**src/design/deterministic_window_admission_macros.svh**
```systemverilog
// ----------------------------------------------------------------------------
// deterministic_window_admission_macros.svh
// Assertion macros for the window admission gate.
// ----------------------------------------------------------------------------
`ifndef DETERMINISTIC_WINDOW_ADMISSION_MACROS_SVH
`define DETERMINISTIC_WINDOW_ADMISSION_MACROS_SVH

`ifndef ASSERT_OFF

// same-cycle implication, held off while in reset
`define DWA_ASSERT_IMPL(lbl, clk, rst_n, ante, cons, msg) \
    lbl: assert property (@(posedge clk) disable iff (!rst_n) (ante) |-> (cons)) \
        else $error(msg);

// next-cycle implication, held off while in reset
`define DWA_ASSERT_NEXT(lbl, clk, rst_n, ante, cons, msg) \
    lbl: assert property (@(posedge clk) disable iff (!rst_n) (ante) |=> (cons)) \
        else $error(msg);

`else

`define DWA_ASSERT_IMPL(lbl, clk, rst_n, ante, cons, msg)
`define DWA_ASSERT_NEXT(lbl, clk, rst_n, ante, cons, msg)

`endif

`endif

```
**src/design/dwa_pkg.sv**
```systemverilog
// ----------------------------------------------------------------------------
// dwa_pkg
// Shared types and constants of the window admission gate.
// ----------------------------------------------------------------------------
`timescale 1ns / 1ps

package dwa_pkg;

    localparam int TIME_W = 64;
    localparam int MS_W   = 16;
    localparam int PCT_W  = 7;
    localparam int CYC_W  = 36;                 // 65535 * 1e6 < 2^36
    localparam int PROD_W = CYC_W + PCT_W;      // phase bounds, up to 127% of a cycle
    localparam int MP_W   = MS_W + PCT_W;       // millis * percent
    localparam int CNT_W  = 32;
    localparam int STEP_W = $clog2(TIME_W);

    localparam logic [19:0]      NS_PER_MS  = 20'd1000000;
    localparam logic [PCT_W-1:0] PCT_FULL   = 7'd100;
    // ns in one percent of a 1 ms cycle; bounds are exact multiples of it
    localparam logic [13:0]      NS_PER_PCT = 14'd10000;

    // operation codes
    localparam logic [2:0] OP_ADMIT_HOST = 3'd0;
    localparam logic [2:0] OP_ADMIT_GC   = 3'd1;
    localparam logic [2:0] OP_PROBE      = 3'd2;
    localparam logic [2:0] OP_READ       = 3'd3;
    localparam logic [2:0] OP_CLEAR      = 3'd4;

    // phase codes
    localparam logic [1:0] PH_HOST   = 2'd0;
    localparam logic [1:0] PH_SHARED = 2'd1;
    localparam logic [1:0] PH_GC     = 2'd2;

    // configuration register indexes
    localparam logic [2:0] REG_ENABLE = 3'd0;
    localparam logic [2:0] REG_HOST   = 3'd1;
    localparam logic [2:0] REG_SHARED = 3'd2;
    localparam logic [2:0] REG_MILLIS = 3'd3;
    localparam logic [2:0] REG_ORIGIN = 3'd4;

    // counter store layout
    localparam int         CNT_DEPTH     = 13;
    localparam int         CNT_AW        = $clog2(CNT_DEPTH);
    localparam logic [3:0] IDX_HOST_OK   = 4'd0;
    localparam logic [3:0] IDX_HOST_REJ  = 4'd3;
    localparam logic [3:0] IDX_GC_OK     = 4'd6;
    localparam logic [3:0] IDX_GC_REJ    = 4'd9;
    localparam logic [3:0] IDX_TRANS     = 4'd12;
    localparam logic [3:0] IDX_LAST      = 4'd13;

    // stream widths
    localparam int IN_W   = 72;
    localparam int USER_W = 3;
    localparam int OUT_W  = 40;

    typedef struct packed {
        logic              enabled;
        logic [PCT_W-1:0]  host_share;
        logic [PCT_W-1:0]  shared_pct;
        logic [MS_W-1:0]   millis;
        logic [TIME_W-1:0] origin;
    } cfg_t;

    typedef struct packed {
        logic       done;
        logic [1:0] phase;
    } phase_res_t;

endpackage

```
**src/design/dwa_ram.sv**
```systemverilog
// ----------------------------------------------------------------------------
// dwa_ram
// Generic single-write, single-read RAM with registered read data.
// ----------------------------------------------------------------------------
`timescale 1ns / 1ps

module dwa_ram #(
    parameter int WIDTH = 32,
    parameter int DEPTH = 16
) (
    input  logic                     clk,
    input  logic                     we,
    input  logic [$clog2(DEPTH)-1:0] waddr,
    input  logic [WIDTH-1:0]         wdata,
    input  logic [$clog2(DEPTH)-1:0] raddr,
    output logic [WIDTH-1:0]         rdata
);

    logic [WIDTH-1:0] mem [DEPTH];
    logic [WIDTH-1:0] rdata_reg;

    always_ff @(posedge clk)
    begin
        if (we)
        begin
            mem[waddr] <= wdata;
        end
        rdata_reg <= mem[raddr];
    end

    assign rdata = rdata_reg;

endmodule

```
**src/design/dwa_phase_unit.sv**
```systemverilog
// ----------------------------------------------------------------------------
// dwa_phase_unit
// Cycle position and phase: short multiplies give the cycle length and the
// phase bounds (millis * percent * 10000 ns), then a bit-serial remainder
// by the cycle length gives the position.
// ----------------------------------------------------------------------------
`timescale 1ns / 1ps

module dwa_phase_unit
    import dwa_pkg::*;
(
    input  logic              clk,
    input  logic              rst_n,
    input  logic              start,
    input  logic [TIME_W-1:0] now_ns,
    input  cfg_t              cfg,
    output phase_res_t        res
);

    typedef enum logic [2:0] {
        S_IDLE,
        S_MUL1,
        S_MUL2,
        S_DIV,
        S_CMP
    } state_t;

    state_t              state_reg;
    logic [STEP_W-1:0]   step_reg;
    logic [TIME_W-1:0]   dvd_reg;      // now - origin, shifted out msb first
    logic [CYC_W-1:0]    cyc_reg;
    logic [CYC_W-1:0]    rem_reg;      // becomes the position in the cycle
    logic [PROD_W-1:0]   hq_reg;       // millis * host percent, then host_end
    logic [PROD_W-1:0]   sq_reg;       // millis * shared percent, then shared length
    logic                done_reg;
    logic [1:0]          phase_reg;

    logic [CYC_W:0]      trial;
    logic                trial_ge;
    logic [CYC_W-1:0]    rem_next;
    logic [PROD_W:0]     shared_end;
    logic [1:0]          phase_next;

    // one remainder step per cycle
    always_comb
    begin
        trial     = {rem_reg, dvd_reg[TIME_W-1]};
        trial_ge  = trial >= {1'b0, cyc_reg};
        rem_next  = trial_ge ? CYC_W'(trial - {1'b0, cyc_reg}) : trial[CYC_W-1:0];
    end

    // phase from position and bounds
    always_comb
    begin
        shared_end = {1'b0, hq_reg} + {1'b0, sq_reg};
        if (cfg.millis == '0)
        begin
            phase_next = PH_HOST;
        end
        else if ({{(PROD_W-CYC_W){1'b0}}, rem_reg} < hq_reg)
        begin
            phase_next = PH_HOST;
        end
        else if ({{(PROD_W-CYC_W+1){1'b0}}, rem_reg} < shared_end)
        begin
            phase_next = PH_SHARED;
        end
        else
        begin
            phase_next = PH_GC;
        end
    end

    always_ff @(posedge clk or negedge rst_n)
    begin
        if (!rst_n)
        begin
            state_reg <= S_IDLE;
            done_reg  <= 1'b0;
            phase_reg <= PH_HOST;
            step_reg  <= '0;
        end
        else
        begin
            done_reg <= 1'b0;
            case (state_reg)
                S_IDLE:
                begin
                    if (start)
                    begin
                        dvd_reg   <= now_ns - cfg.origin;
                        state_reg <= S_MUL1;
                    end
                end
                S_MUL1:
                begin
                    cyc_reg   <= CYC_W'(cfg.millis) * CYC_W'(NS_PER_MS);
                    hq_reg    <= PROD_W'(cfg.millis) * PROD_W'(cfg.host_share);
                    sq_reg    <= PROD_W'(cfg.millis) * PROD_W'(cfg.shared_pct);
                    state_reg <= S_MUL2;
                end
                S_MUL2:
                begin
                    // cycle * pct / 100 is exact: millis * pct * 10000
                    hq_reg    <= PROD_W'(hq_reg[MP_W-1:0]) * PROD_W'(NS_PER_PCT);
                    sq_reg    <= PROD_W'(sq_reg[MP_W-1:0]) * PROD_W'(NS_PER_PCT);
                    rem_reg   <= '0;
                    step_reg  <= '0;
                    state_reg <= S_DIV;
                end
                S_DIV:
                begin
                    rem_reg  <= rem_next;
                    dvd_reg  <= {dvd_reg[TIME_W-2:0], 1'b0};
                    step_reg <= step_reg + 1'b1;
                    if (step_reg == STEP_W'(TIME_W - 1))
                    begin
                        state_reg <= S_CMP;
                    end
                end
                S_CMP:
                begin
                    phase_reg <= phase_next;
                    done_reg  <= 1'b1;
                    state_reg <= S_IDLE;
                end
                default:
                begin
                    state_reg <= S_IDLE;
                end
            endcase
        end
    end

    assign res.done  = done_reg;
    assign res.phase = phase_reg;

endmodule

```
**src/design/deterministic_window_admission.sv**
```systemverilog
// ----------------------------------------------------------------------------
// deterministic_window_admission
// Time-sliced admission gate: host I/O versus garbage collection.
// ----------------------------------------------------------------------------
//
//  channel  | ports                          | payload
//  ---------+--------------------------------+-----------------------------------
//  input    | s_tvalid s_tready s_tdata/user | now_ns, counter_index; operation
//  output   | m_tvalid m_tready m_tdata      | phase, host_ok, gc_ok, counter_value
//  config   | cfg_valid cfg_ready            | cfg_index, cfg_data (always ready)
//
//  Admit or probe with windows enabled runs the phase unit, with its 64-step
//  serial remainder of (now - origin) by the cycle length. Counter updates
//  then read and write the single counter RAM, once more for a phase change.
//  Disabled, read, clear and unknown operations bypass the phase unit.
//  One item is in work at a time; the output register lets the next item in
//  while a result waits. Reset clears the counters at once via valid bits.
//
`timescale 1ns / 1ps
`include "deterministic_window_admission_macros.svh"

module deterministic_window_admission
    import dwa_pkg::*;
(
    input  logic              clk,
    input  logic              rst_n,
    // input items
    input  logic              s_tvalid,
    output logic              s_tready,
    input  logic [IN_W-1:0]   s_tdata,    // [63:0] now_ns, [67:64] counter_index
    input  logic [USER_W-1:0] s_tuser,    // [2:0] operation
    // result items
    output logic              m_tvalid,
    input  logic              m_tready,
    output logic [OUT_W-1:0]  m_tdata,    // [1:0] phase, [2] host_ok, [3] gc_ok,
                                          // [35:4] counter_value
    // configuration writes
    input  logic              cfg_valid,
    output logic              cfg_ready,
    input  logic [2:0]        cfg_index,
    input  logic [TIME_W-1:0] cfg_data
);

    typedef enum logic [3:0] {
        ST_IDLE,
        ST_CALC,
        ST_CNT_RD,
        ST_CNT_WR,
        ST_TR_RD,
        ST_TR_WR,
        ST_VAL_RD,
        ST_VAL_TAKE,
        ST_DONE
    } state_t;

    state_t                 state_reg;
    cfg_t                   cfg_reg;
    logic [2:0]             op_reg;
    logic [CNT_AW-1:0]      raddr_reg;
    logic [CNT_DEPTH-1:0]   cnt_valid_reg;   // cleared entries read as zero
    logic [1:0]             prev_phase_reg;
    logic                   trans_reg;
    logic [1:0]             res_phase_reg;
    logic                   res_hok_reg;
    logic                   res_gok_reg;
    logic [CNT_W-1:0]       res_val_reg;
    logic                   m_tvalid_reg;
    logic [OUT_W-1:0]       m_tdata_reg;

    logic                   s_accept;
    logic [2:0]             in_op;
    logic [3:0]             in_idx;
    logic                   ph_start;
    phase_res_t             ph_res;
    logic                   ph_hok;
    logic                   ph_gok;
    logic                   ph_ok;
    logic [3:0]             ph_base;
    logic                   ram_we;
    logic [CNT_W-1:0]       ram_rdata;
    logic [CNT_W-1:0]       cnt_eff;

    assign s_tready  = (state_reg == ST_IDLE);
    assign cfg_ready = 1'b1;
    assign s_accept  = s_tvalid && s_tready;
    assign in_op     = s_tuser;
    assign in_idx    = s_tdata[67:64];

    // phase unit runs only for admit and probe with windows on
    assign ph_start = s_accept && cfg_reg.enabled &&
                      (in_op inside {OP_ADMIT_HOST, OP_ADMIT_GC, OP_PROBE});

    dwa_phase_unit u_phase (
        .clk    (clk),
        .rst_n  (rst_n),
        .start  (ph_start),
        .now_ns (s_tdata[TIME_W-1:0]),
        .cfg    (cfg_reg),
        .res    (ph_res)
    );

    // decision and counter slot for the phase just computed
    always_comb
    begin
        ph_hok = (ph_res.phase != PH_GC);
        ph_gok = (ph_res.phase != PH_HOST);
        ph_ok  = (op_reg == OP_ADMIT_HOST) ? ph_hok : ph_gok;
        if (op_reg == OP_ADMIT_HOST)
        begin
            ph_base = ph_ok ? IDX_HOST_OK : IDX_HOST_REJ;
        end
        else
        begin
            ph_base = ph_ok ? IDX_GC_OK : IDX_GC_REJ;
        end
    end

    // counter RAM: 12 phase counters and the transition count
    assign ram_we  = (state_reg == ST_CNT_WR) || (state_reg == ST_TR_WR);
    assign cnt_eff = cnt_valid_reg[raddr_reg] ? ram_rdata : '0;

    dwa_ram #(
        .WIDTH (CNT_W),
        .DEPTH (CNT_DEPTH)
    ) u_cnt_ram (
        .clk   (clk),
        .we    (ram_we),
        .waddr (raddr_reg),
        .wdata (cnt_eff + 1'b1),
        .raddr (raddr_reg),
        .rdata (ram_rdata)
    );

    // configuration registers; writes beyond the list are dropped
    always_ff @(posedge clk or negedge rst_n)
    begin
        if (!rst_n)
        begin
            cfg_reg.enabled    <= 1'b0;
            cfg_reg.host_share <= PCT_FULL;
            cfg_reg.shared_pct <= '0;
            cfg_reg.millis     <= MS_W'(1);
            cfg_reg.origin     <= '0;
        end
        else if (cfg_valid && cfg_ready)
        begin
            case (cfg_index)
                REG_ENABLE: cfg_reg.enabled    <= cfg_data[0];
                REG_HOST:   cfg_reg.host_share <= cfg_data[PCT_W-1:0];
                REG_SHARED: cfg_reg.shared_pct <= cfg_data[PCT_W-1:0];
                REG_MILLIS: cfg_reg.millis     <= cfg_data[MS_W-1:0];
                REG_ORIGIN: cfg_reg.origin     <= cfg_data;
                default:    ;
            endcase
        end
    end

    // item sequencer and output register
    always_ff @(posedge clk or negedge rst_n)
    begin
        if (!rst_n)
        begin
            state_reg      <= ST_IDLE;
            cnt_valid_reg  <= '0;
            prev_phase_reg <= PH_HOST;
            trans_reg      <= 1'b0;
            m_tvalid_reg   <= 1'b0;
            op_reg         <= OP_ADMIT_HOST;
            raddr_reg      <= '0;
        end
        else
        begin
            // ST_DONE handles the output register itself
            if (m_tready && (state_reg != ST_DONE))
            begin
                m_tvalid_reg <= 1'b0;
            end
            case (state_reg)
                ST_IDLE:
                begin
                    if (s_accept)
                    begin
                        op_reg        <= in_op;
                        res_phase_reg <= PH_HOST;
                        res_hok_reg   <= 1'b0;
                        res_gok_reg   <= 1'b0;
                        res_val_reg   <= '0;
                        state_reg     <= ST_DONE;
                        case (in_op)
                            OP_ADMIT_HOST, OP_ADMIT_GC, OP_PROBE:
                            begin
                                if (cfg_reg.enabled)
                                begin
                                    state_reg <= ST_CALC;
                                end
                                else
                                begin
                                    res_hok_reg <= 1'b1;
                                    res_gok_reg <= 1'b1;
                                end
                            end
                            OP_READ:
                            begin
                                if (in_idx <= IDX_TRANS)
                                begin
                                    raddr_reg <= CNT_AW'(in_idx);
                                    state_reg <= ST_VAL_RD;
                                end
                                else if (in_idx == IDX_LAST)
                                begin
                                    res_val_reg <= CNT_W'(prev_phase_reg);
                                end
                            end
                            OP_CLEAR:
                            begin
                                cnt_valid_reg  <= '0;
                                prev_phase_reg <= PH_HOST;
                            end
                            default: ;
                        endcase
                    end
                end
                ST_CALC:
                begin
                    if (ph_res.done)
                    begin
                        res_phase_reg <= ph_res.phase;
                        res_hok_reg   <= ph_hok;
                        res_gok_reg   <= ph_gok;
                        if (op_reg == OP_PROBE)
                        begin
                            state_reg <= ST_DONE;
                        end
                        else
                        begin
                            raddr_reg      <= CNT_AW'(ph_base + {2'b00, ph_res.phase});
                            trans_reg      <= (prev_phase_reg != ph_res.phase);
                            prev_phase_reg <= ph_res.phase;
                            state_reg      <= ST_CNT_RD;
                        end
                    end
                end
                ST_CNT_RD:
                begin
                    state_reg <= ST_CNT_WR;
                end
                ST_CNT_WR:
                begin
                    cnt_valid_reg[raddr_reg] <= 1'b1;
                    if (trans_reg)
                    begin
                        raddr_reg <= CNT_AW'(IDX_TRANS);
                        state_reg <= ST_TR_RD;
                    end
                    else
                    begin
                        state_reg <= ST_DONE;
                    end
                end
                ST_TR_RD:
                begin
                    state_reg <= ST_TR_WR;
                end
                ST_TR_WR:
                begin
                    cnt_valid_reg[raddr_reg] <= 1'b1;
                    state_reg                <= ST_DONE;
                end
                ST_VAL_RD:
                begin
                    state_reg <= ST_VAL_TAKE;
                end
                ST_VAL_TAKE:
                begin
                    res_val_reg <= cnt_eff;
                    state_reg   <= ST_DONE;
                end
                ST_DONE:
                begin
                    if (!m_tvalid_reg || m_tready)
                    begin
                        m_tvalid_reg <= 1'b1;
                        m_tdata_reg  <= {4'b0000, res_val_reg, res_gok_reg, res_hok_reg,
                                         res_phase_reg};
                        state_reg    <= ST_IDLE;
                    end
                end
                default:
                begin
                    state_reg <= ST_IDLE;
                end
            endcase
        end
    end

    assign m_tvalid = m_tvalid_reg;
    assign m_tdata  = m_tdata_reg;

    // ------------------------------------------------------------------------
    // assertions
    // ------------------------------------------------------------------------
    `DWA_ASSERT_IMPL(a_done_in_calc, clk, rst_n, ph_res.done, state_reg == ST_CALC,
                     "phase result outside calc state")
    `DWA_ASSERT_IMPL(a_phase_code, clk, rst_n, m_tvalid, m_tdata[1:0] != 2'd3,
                     "result phase out of range")
    `DWA_ASSERT_NEXT(a_clear_wipes, clk, rst_n, s_accept && (in_op == OP_CLEAR),
                     (cnt_valid_reg == '0) && (prev_phase_reg == PH_HOST),
                     "clear did not reset the counters")
    `DWA_ASSERT_IMPL(a_trans_slot, clk, rst_n, state_reg == ST_TR_WR,
                     raddr_reg == CNT_AW'(IDX_TRANS),
                     "transition update at wrong counter")

endmodule

```
**config.mk**
```make
export PLATFORM = sky130hd
export DESIGN_NAME = deterministic_window_admission
export DESIGN_NICKNAME = d
export VERILOG_FILES = /design/src/design/dwa_pkg.sv /design/src/design/dwa_ram.sv /design/src/design/dwa_phase_unit.sv /design/src/design/deterministic_window_admission.sv
export VERILOG_INCLUDE_DIRS = /design/src /design/src/design
export SDC_FILE = /design/constraint.sdc
export NUM_CORES = 2
export LEC_CHECK = 0
export BUFFER_PORTS_ARGS = -buffer_cell sky130_fd_sc_hd__clkbuf_2
export CAP_MARGIN = 10
export CORE_UTILIZATION = 40
export DETAILED_ROUTE_END_ITERATION = 10
export PLACE_DENSITY = 0.58
export SLEW_MARGIN = 40
export SYNTH_ARGS = -nofsm -noshare
export SYNTH_HDL_FRONTEND = slang
export SYNTH_SLANG_ARGS = --single-unit
```
**constraint.sdc**
```tcl
create_clock -name clk -period 5.71 [get_ports clk]
set_input_delay 0.571 -clock clk [delete_from_list [all_inputs] [get_ports clk]]
set_output_delay 0.571 -clock clk [all_outputs]
set_load 0.01 [all_outputs]
```
== After elaboration in Yosys (flattened, before gate mapping) ==
Memory sizes are Yosys's and may differ from the RTL's. A register that Yosys moved wholly into a read port is not among the register bits.
Index checks and enable logic that the tools add are counted.

* Memories kept: 1
* Logic and storage cells: 194
* Memory bits (writable): 416
* Output and inout bits: 43
* Register bits: 423

* Order comparisons: 6
* $mul: 5
* Multiplexer cells: 67
* Equal/unequal tests: 36
* Reductions and logical operators: 45
* Bitwise gates (word level): 2
* Add/sub/neg operators: 6

{| class="wikitable"
|+ Memory list
! memory !! depth !! width !! rd ports !! clocked after Yosys merged registers in !! write ports !! RTL line !! text
|-
| u_cnt_ram.mem || 13 || 32 || 1 || 1 || 1 || dwa_ram.sv:19 || <nowiki>logic [WIDTH-1:0] mem [DEPTH];</nowiki>
|}

{| class="wikitable"
|+ Operators by type and width
! operator !! count
|-
| $pmux W43 S2 || 2
|-
| $pmux W64 S2 || 1
|-
| $pmux W36 S2 || 1
|-
| $mul A23 B10 Y33 const B || 2
|-
| $mux W32 || 2
|-
| $mux W64 || 1
|-
| $pmux W32 S2 || 1
|-
| $sub A64 B64 Y64 || 1
|-
| $mux W4 || 15
|-
| $mul A16 B7 Y23 || 2
|-
| $add A43 B43 Y44 || 1
|-
| $lt A36 B44 Y1 || 1
|-
| $lt A36 B43 Y1 || 1
|-
| $ge A37 B36 Y1 || 1
|-
| $mux W36 || 1
|-
| $sub A36 B36 Y36 || 1
|-
| $add A32 B1 Y32 const B || 1
|-
| $pmux W4 S8 || 1
|-
| $mul A16 B14 Y30 const B || 1
|-
| $mux W13 || 2
|-
| $mux W2 || 13
|-
| $pmux W13 S2 || 1
|-
| $eq A3 B2 Y1 const B || 7
|-
| $reduce_and A2 Y1 || 10
|-
| 42 further kinds || 97
|}

== Logic depth before layout (Yosys ltp) ==
* Depth after elaboration: 8
* Gate-level depth with buffers: 23

== Modules after synthesis ==
A second synthesis with hierarchy kept.

* Cell total of the unflattened synthesis: 5370
* Area total of the unflattened synthesis: 60579.4 sq um

{| class="wikitable"
|+ Modules (own cells, without submodules)
! module !! cells an instance !! instances !! area each (sq um)
|-
| dwa_phase_unit || 3995 || 1 || 35514.1
|-
| dwa_ram || 701 || 1 || 16465.8
|-
| deterministic_window_admission || 674 || 1 || 8599.5
|}

== Least setup slack after synthesis ==
Ideal clock, no wire load.

* Path type: register to register
* Start point: reg cfg_reg[65] in the netlist's numbering
* End point: reg u_phase.cyc_reg[35] (data pin)
* Stages on the path, launching flop included: 23
* Arrival: 5725 ps
* Data required time: 5450 ps
* Slack: -275 ps
* Path through: dfrtp_1 clkbuf_1 inv_1 fa_1 inv_1 fa_1 fa_1 fa_1 ha_1 inv_1 fa_1 inv_1 ha_1 a21o_1 a21o_1 a21oi_1 o21ai_0 a31oi_1 o21ai_1 a221o_1 a21o_1 a21oi_1 xnor2_1

* Cells in the longest elaborated chain, start to end: 1

{| class="wikitable"
|+ RTL lines
! element !! RTL line !! text
|-
| start: declaration || deterministic_window_admission.sv:57 || <nowiki>cfg_t cfg_reg;</nowiki>
|-
| $mul A16 B14 Y30 || dwa_phase_unit.sv:97 || <nowiki>cyc_reg <= CYC_W'(cfg.millis) * CYC_W'(NS_PER_MS);</nowiki>
|-
| end signal: assignment || dwa_phase_unit.sv:97 ||
|-
| end: declaration || dwa_phase_unit.sv:31 || <nowiki>logic [CYC_W-1:0] cyc_reg;</nowiki>
|}

No other way between the ends.
A chain may end at the register's enable or synchronous reset.

== Worst setup path after layout ==
* Start point: reg cfg_reg[66] in the netlist's numbering
* End point: reg u_phase.hq_reg[21] (data pin)

* Cells in the longest elaborated chain, start to end: 2

{| class="wikitable"
|+ RTL lines
! element !! RTL line !! text
|-
| $mul A16 B7 Y23 || dwa_phase_unit.sv:98 || <nowiki>hq_reg <= PROD_W'(cfg.millis) * PROD_W'(cfg.host_share);</nowiki>
|-
| $pmux W43 S2 || dwa_phase_unit.sv:86 || <nowiki>case (state_reg)</nowiki>
|-
| end signal: assignment || dwa_phase_unit.sv:98 ||
|-
| end signal: assignment || dwa_phase_unit.sv:105 || <nowiki>hq_reg <= PROD_W'(hq_reg[MP_W-1:0]) * PROD_W'(NS_PER_PCT);</nowiki>
|-
| end: declaration || dwa_phase_unit.sv:33 || <nowiki>logic [PROD_W-1:0] hq_reg;</nowiki>
|}

No other way between the ends. The select of a mux whose other input is x is not followed.

==> impl_metrics.toml <==
[status]
status = "finished, final reports clean"

[layout]
final_cell_mix = "inv_1 (719), edfxtp_1 (692), ha_1 (572)"
finalNonFillerCells = 7547
layout-drive-gt1-share = 0.1405
largest_reg_flops = 416
final_nets = 6589
area_growth_pct = 13.09
final_util = 0.4582
diodes = 0
layout_commonest_cell = "inv_1"

[floorplan]
rows = 140
die_h_um = 387.2
die_w_um = 387.2
start_util = 0.4052
fp.dieArea_um2 = 149900
io-pin-count = 190
core_area_um2 = 146400

[place]
place_hpwl_mm = 109.8
gp_congestion = 0.9105
dpl_worst_slack_ps = 1.885
portBuffers = 180
place_inst = 7360

[synth]
synth_area_um2 = 59340
ys_seq_area_frac = 0.4180
syn_inst = 5252
yosys_warnings = 0
synthArstFlopShare = 0.1572
synth_ff_type = "edfxtp_1"
synth_edf_count = 692
synth_seq_cells = 859
syn_avg_cell_area_um2 = 11.30
synth.distinct_cells = 87

[cts]
clk_path_buf_depth = 3
clk_latency_ps = 710
path_clk_slew_ps = 60
h-tree-depth = 3
cts-root-buf = "clkbuf_16"
cts_buffers = 91
clock_sinks = 859
cts_tree = "done"

[worst_setup_path]
crit_path_start_kind = "flip-flop"
crit_type = "flip-flop to flip-flop"
path_cells = "buf_4, buf_4, buf_4, and2_1, fa_1, ha_1, inv_1, fa_1, fa_1, inv_1, ha_1, nand2_1, o211ai_1, a31oi_1, nor2_2, o41ai_2, buf_4, o22ai_1, or4_1, a31oi_2, xor2_1, o21ai_1"
cp_data_arrival_time_ps = 5960
critPathTopFamily = "adder cells"
cpMostUsedCell = "buf_4"
cp.required_ps = 6130
cp_slowest_cell = "fa_1"
cp_num_buf_inv = 6
max_stage_delay_ps = 550
critPathCaptureType = "flip-flop"
cp_max_fo = 8

[grt]
first_global_vias = 40690
grt_max_degree = 95
overflow = 0
grt_pass1_wl_mm = 233.6
antenna_found_initial = 1
grt_use_total = 0.1997

[sta]
hold_violations = 0
worst_pin_slew_ps = 814.0
slew_violations = 0
fin_crit_sh = 0.9697
slew_headroom = 0.4573
finalWorstSetupSlack_ps = 173.3
skew_ps = 34.48
final.setup.tns_ps = 0
fmax_mhz = 180.6
final.min_clock_period_ps = 5537
final-setup-viol-count = 0
rsz0062_at_grt = "true"

[run]
maxCapViolations = 0

[min_path]
hp-class = "primary input to flip-flop"

[route]
drc_errors = 0
vias = 39830
ant_nets = 0
wire_per_inst_um = 19.70
dr.pass1.iters = 5
wl_mm = 148.7
drt_iter0_markers = 2428
vias_per_cell = 5.277

[pwr]
p_per_area_nw_per_um2 = 586.5
leakagePower_nw = 29.10
combPwrFrac = 0.603
finalPower_mw = 39.36
power_frac_seq = 0.242
power_frac_clock = 0.155
vdd_drop_max_uv = 999.3
switching_share = 0.4173
p_int_mw = 22.93
power.switching_mw = 16.42
[cells by family after synthesis]
kind of cell / Yosys count / share of synthesized area
other: 2 / 0.0001266
and+or+nand+nor: 1196 / 0.09917
muxes: 188 / 0.06014
buffers and inverters: 886 / 0.05641
AOI/OAI and AO/OA: 983 / 0.1028
adders and majority gates: 890 / 0.2268
DFF: 859 / 0.4180
xor gates and xnor gates: 248 / 0.03661
[metrics by stage]
| stage | hold WS (ps) | instance area [um2] |
|---|---|---|
| after floorplan | 275.4 | 59390 |
| after global placement | 405.0 | 63470 |
| after detailed placement | 404.5 | 63610 |
| after CTS | 27.72 | 66710 |
| after global routing | 39.83 | 67110 |
| final | 71.57 | 67110 |
[power groups by stage]
stage	Clock, mW	Sequential [mW]	Combinational (mW)
floorplan	0	9.26	16.5
global placement	0	9.63	22.6
detailed placement	0	9.64	22.6
CTS	6.24	9.52	23.1
global route	6.47	9.58	26.9
finish	6.10	9.51	23.8
[synthesized netlist by cell type (32+ instances only)]
library cell	number	share of area
a211oi_1	44	0.0056
a21o_1	107	0.014
a21oi_1	300	0.025
and2_1	207	0.022
and3_1	39	0.0041
clkbuf_1	131	0.0083
dfrtp_1	131	0.055
dfxtp_1	32	0.011
edfxtp_1	692	0.35
fa_1	309	0.10
ha_1	581	0.12
inv_1	726	0.046
mux2_2	38	0.0072
mux4_2	131	0.050
nand2_1	334	0.021
nand2b_1	52	0.0055
nand3_1	68	0.0057
nand4_1	43	0.0045
nor2_1	265	0.017
nor2b_1	34	0.0036
nor3_1	75	0.0063
o21a_1	46	0.0058
o21ai_0	239	0.020
o21bai_1	35	0.0044
xnor2_1	133	0.020
xor2_1	115	0.017
[tightest hold or removal path, stage by stage]
cell,delay [ps]
clkbuf_2,80
nand2_1,40
o21ai_0,60
[path summary, 6_finish.rpt]
kind	from	end	slack (ps)	cells past startpoint
hold reg to reg	res_val_reg[5]	m_tdata[9]	420	0
setup / recovery	cfg_reg[66]	u_phase.hq_reg[21]	170	22
hold / removal	cfg_data[28]	cfg_reg[28]	70	3
max in group asynchronous	rst_n	cfg_reg[65]	4270	3
min in group asynchronous	rst_n	state_reg[1]	360	2
setup reg to reg	cfg_reg[66]	u_phase.hq_reg[21]	170	22
[layout make-up]
| cell class | count | area [um2] |
|---|---|---|
| Timing Repair Buffer | 363 | 2465 |
| Sequential cell | 859 | 24820 |
| Clock inverter | 55 | 610.6 |
| Tap cell | 1917 | 2399 |
| Fill cell | 13510 | 79330 |
| Multi-Input combinational cell | 3510 | 31640 |
| Clock buffer | 116 | 2442 |
| Inverter | 727 | 2731 |
[repair_timing]
| action | CTS | global route |
|---|---|---|
| hold buffers | 1 | 0 |
| pin swaps | 0 | 31 |
| hold endpoints to repair | 36 | 0 |
| setup buffers | 4 | 10 |
| gates resized for setup | 2 | 55 |
| endpoints found under the setup margin | 2 | 20 |
[layer usage]
metal	GRT usage	vias to the layer above	wire length (um)
met5	0	-	13
li1	-	19050	-
met2	0.3437	720	72930
met3	0.02400	213	4890
met4	0.05801	2	4341
met1	0.2637	19840	66500
No activity file was read; power rests on OpenSTA's default activity.
